--- src/rtl/wsd_pkg.sv ---
package wsd_pkg;

    localparam logic [2:0] KIND_DATA   = 3'd0;
    localparam logic [2:0] KIND_PING   = 3'd1;
    localparam logic [2:0] KIND_CLOSE  = 3'd2;
    localparam logic [2:0] KIND_BADOP  = 3'd3;
    localparam logic [2:0] KIND_MASKED = 3'd4;
    localparam logic [2:0] KIND_EMPTY  = 3'd5;

    localparam logic [2:0] PH_HDR0 = 3'd0;
    localparam logic [2:0] PH_HDR1 = 3'd1;
    localparam logic [2:0] PH_EXT  = 3'd2;
    localparam logic [2:0] PH_PAY  = 3'd3;

    localparam logic [6:0] LEN_MAGIC_16 = 7'd126;
    localparam logic [6:0] LEN_MAGIC_64 = 7'd127;

    localparam logic [3:0] OP_CONT       = 4'd0;
    localparam logic [3:0] OP_TEXT       = 4'd1;
    localparam logic [3:0] OP_BIN        = 4'd2;
    localparam logic [3:0] OP_CTRL_CLOSE = 4'd8;
    localparam logic [3:0] OP_PING       = 4'd9;
    localparam logic [3:0] OP_PONG       = 4'd10;

    typedef struct packed {
        logic       emit;
        logic [2:0] kind;
    } result_t;

endpackage

--- src/rtl/wsd_parser.sv ---
module wsd_parser (
    input  logic                clk,
    input  logic                rst_n,
    input  logic                step,
    input  logic [7:0]          byte_in,
    output wsd_pkg::result_t    res
);

    logic [2:0]  phase_reg, phase_next;
    logic [3:0]  opcode_reg, opcode_next;
    logic [3:0]  left_reg, left_next;
    logic [63:0] rem_reg, rem_next;
    logic [7:0]  close_high_reg, close_high_next;
    logic        halted_reg, halted_next;

    logic [6:0]  low7;
    logic [63:0] shifted;

    assign low7    = byte_in[6:0];
    assign shifted = {rem_reg[55:0], byte_in};

    always_comb
    begin
        phase_next      = phase_reg;
        opcode_next     = opcode_reg;
        left_next       = left_reg;
        rem_next        = rem_reg;
        close_high_next = close_high_reg;
        halted_next     = halted_reg;
        res.emit        = 1'b0;
        res.kind        = wsd_pkg::KIND_DATA;
        if (!halted_reg)
        begin
            unique case (phase_reg)
                wsd_pkg::PH_HDR1:
                begin
                    if (byte_in[7])
                    begin
                        halted_next = 1'b1;
                        phase_next  = wsd_pkg::PH_HDR0;
                        res.emit    = 1'b1;
                        res.kind    = wsd_pkg::KIND_MASKED;
                    end
                    else if (low7 == wsd_pkg::LEN_MAGIC_16)
                    begin
                        rem_next   = '0;
                        left_next  = 4'd2;
                        phase_next = wsd_pkg::PH_EXT;
                    end
                    else if (low7 == wsd_pkg::LEN_MAGIC_64)
                    begin
                        rem_next   = '0;
                        left_next  = 4'd8;
                        phase_next = wsd_pkg::PH_EXT;
                    end
                    else
                    begin
                        rem_next  = {57'd0, low7};
                        left_next = 4'd0;
                        if (low7 == 7'd0)
                        begin
                            phase_next = wsd_pkg::PH_HDR0;
                            res.emit   = 1'b1;
                            res.kind   = wsd_pkg::KIND_EMPTY;
                        end
                        else
                        begin
                            phase_next = wsd_pkg::PH_PAY;
                        end
                    end
                end
                wsd_pkg::PH_EXT:
                begin
                    rem_next  = shifted;
                    left_next = left_reg - 4'd1;
                    if (left_reg == 4'd1)
                    begin
                        left_next = 4'd0;
                        if (shifted == 64'd0)
                        begin
                            phase_next = wsd_pkg::PH_HDR0;
                            res.emit   = 1'b1;
                            res.kind   = wsd_pkg::KIND_EMPTY;
                        end
                        else
                        begin
                            phase_next = wsd_pkg::PH_PAY;
                        end
                    end
                end
                wsd_pkg::PH_PAY:
                begin
                    if (opcode_reg <= wsd_pkg::OP_BIN)
                    begin
                        res.emit = 1'b1;
                        res.kind = wsd_pkg::KIND_DATA;
                    end
                    else if (opcode_reg == wsd_pkg::OP_PING)
                    begin
                        res.emit = 1'b1;
                        res.kind = wsd_pkg::KIND_PING;
                    end
                    else if (opcode_reg == wsd_pkg::OP_CTRL_CLOSE)
                    begin
                        if (left_reg == 4'd0)
                        begin
                            close_high_next = byte_in;
                            left_next       = 4'd1;
                        end
                        else if (left_reg == 4'd1)
                        begin
                            left_next = 4'd2;
                            res.emit  = 1'b1;
                            res.kind  = wsd_pkg::KIND_CLOSE;
                        end
                    end
                    rem_next = rem_reg - 64'd1;
                    if (rem_reg == 64'd1)
                    begin
                        left_next  = 4'd0;
                        phase_next = wsd_pkg::PH_HDR0;
                    end
                end
                default:
                begin
                    if (low7 == {3'd0, wsd_pkg::OP_CONT}       ||
                        low7 == {3'd0, wsd_pkg::OP_TEXT}       ||
                        low7 == {3'd0, wsd_pkg::OP_BIN}        ||
                        low7 == {3'd0, wsd_pkg::OP_CTRL_CLOSE} ||
                        low7 == {3'd0, wsd_pkg::OP_PING}       ||
                        low7 == {3'd0, wsd_pkg::OP_PONG})
                    begin
                        opcode_next = low7[3:0];
                        left_next   = 4'd0;
                        phase_next  = wsd_pkg::PH_HDR1;
                    end
                    else
                    begin
                        halted_next = 1'b1;
                        phase_next  = wsd_pkg::PH_HDR0;
                        res.emit    = 1'b1;
                        res.kind    = wsd_pkg::KIND_BADOP;
                    end
                end
            endcase
        end
    end

    always_ff @(posedge clk or negedge rst_n)
    begin
        if (!rst_n)
        begin
            phase_reg      <= wsd_pkg::PH_HDR0;
            opcode_reg     <= 4'd0;
            left_reg       <= 4'd0;
            rem_reg        <= 64'd0;
            close_high_reg <= 8'd0;
            halted_reg     <= 1'b0;
        end
        else if (step)
        begin
            phase_reg      <= phase_next;
            opcode_reg     <= opcode_next;
            left_reg       <= left_next;
            rem_reg        <= rem_next;
            close_high_reg <= close_high_next;
            halted_reg     <= halted_next;
        end
    end

endmodule

--- src/rtl/websocket_frame_deframer.sv ---
// WebSocket frame deframer, receive side, unmasked frames only.
// Input channel: in_valid/in_ready/in_byte, one stream byte per beat,
// starting at the first header byte after the upgrade handshake.
// Output channel: out_valid/out_ready/kind, zero or one beat per input byte:
//   data byte, ping byte, close code ready (code bytes are the last two
//   input bytes), bad opcode, masked frame, empty frame.
// A result passes from the input register through the parser logic into
// the output register. Throughput: one byte per cycle sustained while
// the receiver takes results; the parser step, with its 64-bit
// remaining-length decrement and compare, is combinational.
// When the receiver stalls, the output register holds its beat; the input
// register still takes one more byte, then in_ready drops until the output
// frees up. That byte waits whether or not it gives a result.
// After a bad opcode or masked frame the block reports once and then drops
// every byte until reset. Reset (rst_n low) clears all parser state and
// the valid flags of both registers; in_ready is high right after reset.
module websocket_frame_deframer (
    input  logic       clk,
    input  logic       rst_n,
    input  logic       in_valid,
    output logic       in_ready,
    input  logic [7:0] in_byte,
    output logic       out_valid,
    input  logic       out_ready,
    output logic [2:0] kind
);

    logic             s1_valid_reg, s1_valid_next;
    logic [7:0]       s1_byte_reg;
    logic             out_valid_reg, out_valid_next;
    logic [2:0]       kind_reg;
    logic             out_free;
    logic             advance;
    wsd_pkg::result_t res;

    assign out_free = !out_valid_reg || out_ready;
    assign advance  = s1_valid_reg && out_free;
    assign in_ready = !s1_valid_reg || out_free;

    wsd_parser u_parser (
        .clk     (clk),
        .rst_n   (rst_n),
        .step    (advance),
        .byte_in (s1_byte_reg),
        .res     (res)
    );

    always_comb
    begin
        s1_valid_next = s1_valid_reg;
        if (in_valid && in_ready)
            s1_valid_next = 1'b1;
        else if (advance)
            s1_valid_next = 1'b0;

        out_valid_next = out_valid_reg;
        if (advance && res.emit)
            out_valid_next = 1'b1;
        else if (out_ready)
            out_valid_next = 1'b0;
    end

    always_ff @(posedge clk or negedge rst_n)
    begin
        if (!rst_n)
        begin
            s1_valid_reg  <= 1'b0;
            out_valid_reg <= 1'b0;
        end
        else
        begin
            s1_valid_reg  <= s1_valid_next;
            out_valid_reg <= out_valid_next;
        end
    end

    always_ff @(posedge clk)
    begin
        if (in_valid && in_ready)
            s1_byte_reg <= in_byte;
        if (advance && res.emit)
            kind_reg <= res.kind;
    end

    assign out_valid = out_valid_reg;
    assign kind      = kind_reg;

endmodule

--- config.mk ---
export PLATFORM = sky130hd
export DESIGN_NAME = websocket_frame_deframer
export DESIGN_NICKNAME = d
export VERILOG_FILES = /design/src/rtl/wsd_pkg.sv /design/src/rtl/wsd_parser.sv /design/src/rtl/websocket_frame_deframer.sv
export SDC_FILE = /design/constraint.sdc
export NUM_CORES = 1
export LEC_CHECK = 0
export BUFFER_PORTS_ARGS = -buffer_cell sky130_fd_sc_hd__buf_4
export CORE_MARGIN = 4
export CORE_UTILIZATION = 55
export CTS_CLUSTER_DIAMETER = 60
export DETAILED_ROUTE_END_ITERATION = 16
export PLACE_DENSITY = 0.72
export SLEW_MARGIN = 10
export SYNTH_ARGS = -nofsm -noshare
export SYNTH_HDL_FRONTEND = slang
export SYNTH_SLANG_ARGS = --single-unit
--- constraint.sdc ---
create_clock -name clk -period 8.1 [get_ports clk]
set_input_delay 1.62 -clock clk [delete_from_list [all_inputs] [get_ports clk]]
set_output_delay 1.62 -clock clk [all_outputs]
set_load 0.02 [all_outputs]
# Word level (Yosys, flattened, before mapping)
# Cells that the tools add are included.
dict set report totals {
  elab_cells 107
  in_bits 12
  ff_bits 89
  out_inout_bits 5
}
dict set report op_classes {
  addsub 2
  magnitude_cmp 1
  bitwise 2
  reduce_logical 25
  eq_ne 21
  muxes 47
}
# cell count
set ops {}
lappend ops {{$pmux 64 s3} 1}
lappend ops {{$mux 64} 2}
lappend ops {{$mux 4} 24}
lappend ops {{$eq 64x1->1 const B} 1}
lappend ops {{$logic_not 64->1} 1}
lappend ops {{$sub 64x1->64 const B} 1}
lappend ops {{$pmux 4 s3} 2}
lappend ops {{$eq 7x4->1 const B} 3}
lappend ops {{$mux 3} 5}
lappend ops {{$eq 7x7->1 const B} 2}
lappend ops {{$reduce_and 4->1} 3}
lappend ops {{$pmux 3 s3} 1}
lappend ops {{$eq 4x4->1 const B} 2}
lappend ops {{$mux 1} 8}
lappend ops {{$reduce_and 8->1} 1}
lappend ops {{$eq 7x1->1 const B} 1}
lappend ops {{$eq 7x2->1 const B} 1}
lappend ops {{$logic_not 7->1} 1}
lappend ops {{$logic_or 1x1->1} 7}
lappend ops {{$mux 7} 1}
lappend ops {{$eq 3x2->1 const B} 2}
lappend ops {{$ne 3x3->1 const B} 2}
lappend ops {{$eq 4x1->1 const B} 1}
lappend ops {{$le 4x2->1 const B} 1}
lappend ops {{17 further kinds} 24}

# Logic depth before layout (Yosys ltp)
dict set report depth {
  word_depth 11
  mapped_depth 10
  depth_no_buf 8
}

# Hierarchy
# Synthesis repeated with hierarchy kept, for this count alone.
dict set report unflattened {
  hier_cells 699
  hier_area_um2 5820.6
}
# module n_inst seq_area_each_um2 cells_each area_each_um2
set by_module_without_submodules {}
lappend by_module_without_submodules {wsd_parser 1 1876.8 678 5378.9}
lappend by_module_without_submodules {websocket_frame_deframer 1 380.4 21 441.7}

# Worst setup path before layout
# No wires, ideal clock.
dict set report synth_path {
  path_kind {input-to-output}
  startpoint {in out_ready}
  endpoint {out in_ready}
  required_ns 6.480
  n_path_buf 0
  arrival_time_ns 1.896
  path_stages 2
  path_slack_ns 4.584
  path_cell_list {nor2b_1 > nand2_1}
}
dict set report synth_via {
  elab_chain_len 2
}
# element line
set synth_lines {}
lappend synth_lines {{start: declaration} websocket_frame_deframer.sv:24} ;# input logic out_ready,
lappend synth_lines {{$logic_or 1x1->1} websocket_frame_deframer.sv:36} ;# assign out_free = !out_valid_reg || out_ready;
lappend synth_lines {{$logic_or 1x1->1} websocket_frame_deframer.sv:38} ;# assign in_ready = !s1_valid_reg || out_free;
lappend synth_lines {{end: declaration} websocket_frame_deframer.sv:21} ;# output logic in_ready,
# Every way passes these cells.

# Worst setup path after layout
# Same ends and word-level chain as after synthesis.

==> out/metrics.yaml <==
synth_area_mm2: 0.00561
chipHeight_um: 109
clk_latency_ns: 0.38
layout_commonest_cell: "sky130_fd_sc_hd__dfrtp_1"
power-per-cell-area_mw_per_mm2: 135
critical_path.startpoint_type: "input pin"
critPathSlowestCell: "sky130_fd_sc_hd__buf_4"
final_hold_viol_count: 0
vdd_drop_max_mv: 0.0890
detailedPlacementHpwl_um: 9760
io-pin-count: 17
num_vias: 5305
dpl-instance-area_mm2: 0.00579
synth-main-ff-cell: "sky130_fd_sc_hd__dfrtp_1"
final-setup-viol-count: 0
ys_seq_elements: 88
fmaxAchievable_mhz: 267
finish.net_count: 666
final_cell_mix: "77 x sky130_fd_sc_hd__dfrtp_1, 64 x sky130_fd_sc_hd__nand2_1, 56 x sky130_fd_sc_hd__nor2_1"
fp.dieArea_mm2: 0.0119
wirelength_um: 15100
largest_reg_flops: 64
yosys_warnings: 0
design.core.area_mm2: 0.00986
std_cell_rows: 36
drt_drc_violations_left: 0
wp_buf_inv: 2
antenna_violating_nets_post_route: 0
tritoncts.num_buffers: 9
syn_nets: 675
postSynth.asyncResetShare_pct: 87.5
cell_chain_critical_path: "buf_4 > nor2b_1 > nand2_1 > buf_4"
timing.final.max_slew_violations: 0
grt_first_pass_wirelength_um: 25700
grt_usage_pct: 27.2
setup.worst_path.end_class: "output pin"
antennaDiodeCount: 0
worst-endpoint-required_ns: 6.48
grt_start_max_net_pins: 102
port_buffers: 16
cts_tree: "done"
postCtsResizedCells: 0
synth.yosys.seq_area_share_pct: 40.3
worst_ep_arrival_time_ns: 2.12
max_cap_violations: 0
syn-instance-count: 653
crit_path_max_incr_delay_ns: 0.17
viasPerCell: 6.78
cp_common_cell: "sky130_fd_sc_hd__buf_4"
cts.sink_count: 88
cts_root_buf: "sky130_fd_sc_hd__clkbuf_8"
synth_cell_type_count: 64
worst_pin_slew_ns: 1.12
criticalPathCategory: "in2out"
mean_routed_wirelength_per_cell_um: 19.3
cts_setup_buffers: 0
holdBufCountCts: 0
synth_area_leader_cell: "sky130_fd_sc_hd__dfrtp_1"
synth.avg_cell_area_um2: 8.59
vias_in_the_first_global_route: 5111
max-clock-path-buffers: 2
cellLeakagePower_nw: 2.44
cts.clk_slew.worst_paths_ns: 0.10
number_of_enable_type_register_cells_in_the_synthesized_netlist: 11
final_cell_area_mm2: 0.00598
hold_path_class: "reg2reg"
layout.area.seq_mm2: 0.00226
multi_input_area_mm2: 0.00312
yosys.area.top_type_share_pct: 34.4
globalRoute.totalOverflow: 0
run_status: "complete, no violations"
setup_total_negative_slack_ns: 0
finalClockSkew_ns: 0.0180
fin_crit_ns: 3.74
cpLargestDelayFamily: "buffers and inverters"
final.fill_count: 871
h-tree-depth: 3
gp_congestion: 0.879
die_w_um: 109
area_growth_syn_to_layout_pct: 6.69
finalCritPeriodShare_pct: 46.2
crit_path_max_fanout: 3
slew_headroom_pct: 24.9
synth.top_cells.by_area: "sky130_fd_sc_hd__dfrtp_1 34%, sky130_fd_sc_hd__edfxtp_1 5.9%, sky130_fd_sc_hd__nand2_1 4.3%"
first_pass_iters: 5
drive_gt1_share_pct: 9.24
violation_count_after_the_first_detailed_routing_iteration: 646
setup_repair_after_global_routing_missed_its_margin: "no"
antenna_found_initial: 0
floorplan.initialDensity_pct: 56.8
## worst paths after layout
kind	start	to	slack [ns]	cells after the start
worst max-delay path	out_ready	in_ready	4.36	4
worst max register to register	u_parser.rem_reg[32]$_DFFE_PN0P_	u_parser.rem_reg[57]$_DFFE_PN0P_	4.51	6
max in group asynchronous	rst_n	u_parser.rem_reg[6]$_DFFE_PN0P_	6.00	1
worst min-delay path	u_parser.rem_reg[26]$_DFFE_PN0P_	u_parser.rem_reg[34]$_DFFE_PN0P_	0.54	2
min in group asynchronous	rst_n	u_parser.rem_reg[41]$_DFFE_PN0P_	1.41	1
worst min register to register	u_parser.rem_reg[26]$_DFFE_PN0P_	u_parser.rem_reg[34]$_DFFE_PN0P_	0.54	2
## layer usage
layer  global-route usage (%)  share of wire, %  wire length (µm)  vias up
li1                         -                 -                 -     2479
met1                     37.9                44              6660     2581
met2                     42.6                48              7210      213
met3                     4.38               6.1               922       32
met4                     10.6               2.0               305        0
met5                        0                 0                 0        -
## layout make-up
cell class,instances,share of cell area [%]
Clock buffer,13,2.84
Clock inverter,3,0.397
Inverter,18,1.13
Multi-Input combinational cell,503,52.1
Sequential cell,88,37.7
Tap cell,133,2.78
Timing Repair Buffer,24,3.01
## cells by family (layout without fill, tap and decap cells)
family,count (synthesis),after routing,synth area share [%]
AO/OA/AOI/OAI,182,182,22.5
adder cells (fa/ha/maj),10,10,2.23
buffers and inverters,62,58,4.31
flip-flops,88,88,40.3
multiplexers,17,17,3.37
AND/OR/NAND/NOR,294,294,27.3
## worst min-delay path, cell delays in order (launching register included)
cell,delay (ns)
sky130_fd_sc_hd__dfrtp_1,0.38
sky130_fd_sc_hd__a32oi_1,0.08
sky130_fd_sc_hd__nand2_1,0.06
## where the power goes
group | switching, mW | leakage, nW | internal [mW] | total (mW)
logic | 0.0265 | 1.24 | 0.0146 | 0.0411
registers | 0.00934 | 1.10 | 0.454 | 0.463
clock network | 0.165 | 0.0910 | 0.140 | 0.305
## metrics by stage
step           util [%]  power, mW  cells  hold WS [ns]  setup WS [ns]
3_5_place_dp       58.7      0.513    766         0.517           4.18
4_1_cts            60.6      0.816    782         0.537           4.35
6_report           60.6      0.809    782         0.537           4.36
2_1_floorplan         -      0.493    653         0.474           4.58
3_3_place_gp       58.7      0.512    766         0.501           4.29
5_1_grt            60.6      0.844    782         0.565           4.31
## synthesized netlist by cell type (3+ instances only)
library cell               count
sky130_fd_sc_hd__dfrtp_1      77
sky130_fd_sc_hd__nand2_1      64
sky130_fd_sc_hd__nor2_1       56
sky130_fd_sc_hd__clkbuf_1     40
sky130_fd_sc_hd__o21ai_0      40
sky130_fd_sc_hd__nand3_1      34
sky130_fd_sc_hd__a21oi_1      33
sky130_fd_sc_hd__nor3_1       28
sky130_fd_sc_hd__or4_1        20
sky130_fd_sc_hd__inv_1        16
sky130_fd_sc_hd__or3_1        16
sky130_fd_sc_hd__nand4_1      15
sky130_fd_sc_hd__and3_1       14
sky130_fd_sc_hd__nor4_1       14
sky130_fd_sc_hd__a32oi_1      13
sky130_fd_sc_hd__o22ai_1      12
sky130_fd_sc_hd__edfxtp_1     11
sky130_fd_sc_hd__a221o_1      10
sky130_fd_sc_hd__ha_1         10
sky130_fd_sc_hd__o211ai_1      9
sky130_fd_sc_hd__a31oi_1       8
sky130_fd_sc_hd__mux2i_1       8
sky130_fd_sc_hd__o311ai_0      8
sky130_fd_sc_hd__o31ai_1       7
sky130_fd_sc_hd__mux2_2        6
sky130_fd_sc_hd__a221oi_1      5
sky130_fd_sc_hd__nand2b_1      5
sky130_fd_sc_hd__a211oi_1      4
sky130_fd_sc_hd__and2_1        4
sky130_fd_sc_hd__nor2b_1       4
sky130_fd_sc_hd__or2_2         4
sky130_fd_sc_hd__a211o_1       3
sky130_fd_sc_hd__a21o_1        3
sky130_fd_sc_hd__a22o_1        3
sky130_fd_sc_hd__a22oi_1       3
sky130_fd_sc_hd__nand3b_1      3
sky130_fd_sc_hd__nor3b_1       3
sky130_fd_sc_hd__o21a_1        3
sky130_fd_sc_hd__o31a_1        3
(Power assumes the default switching activity.)
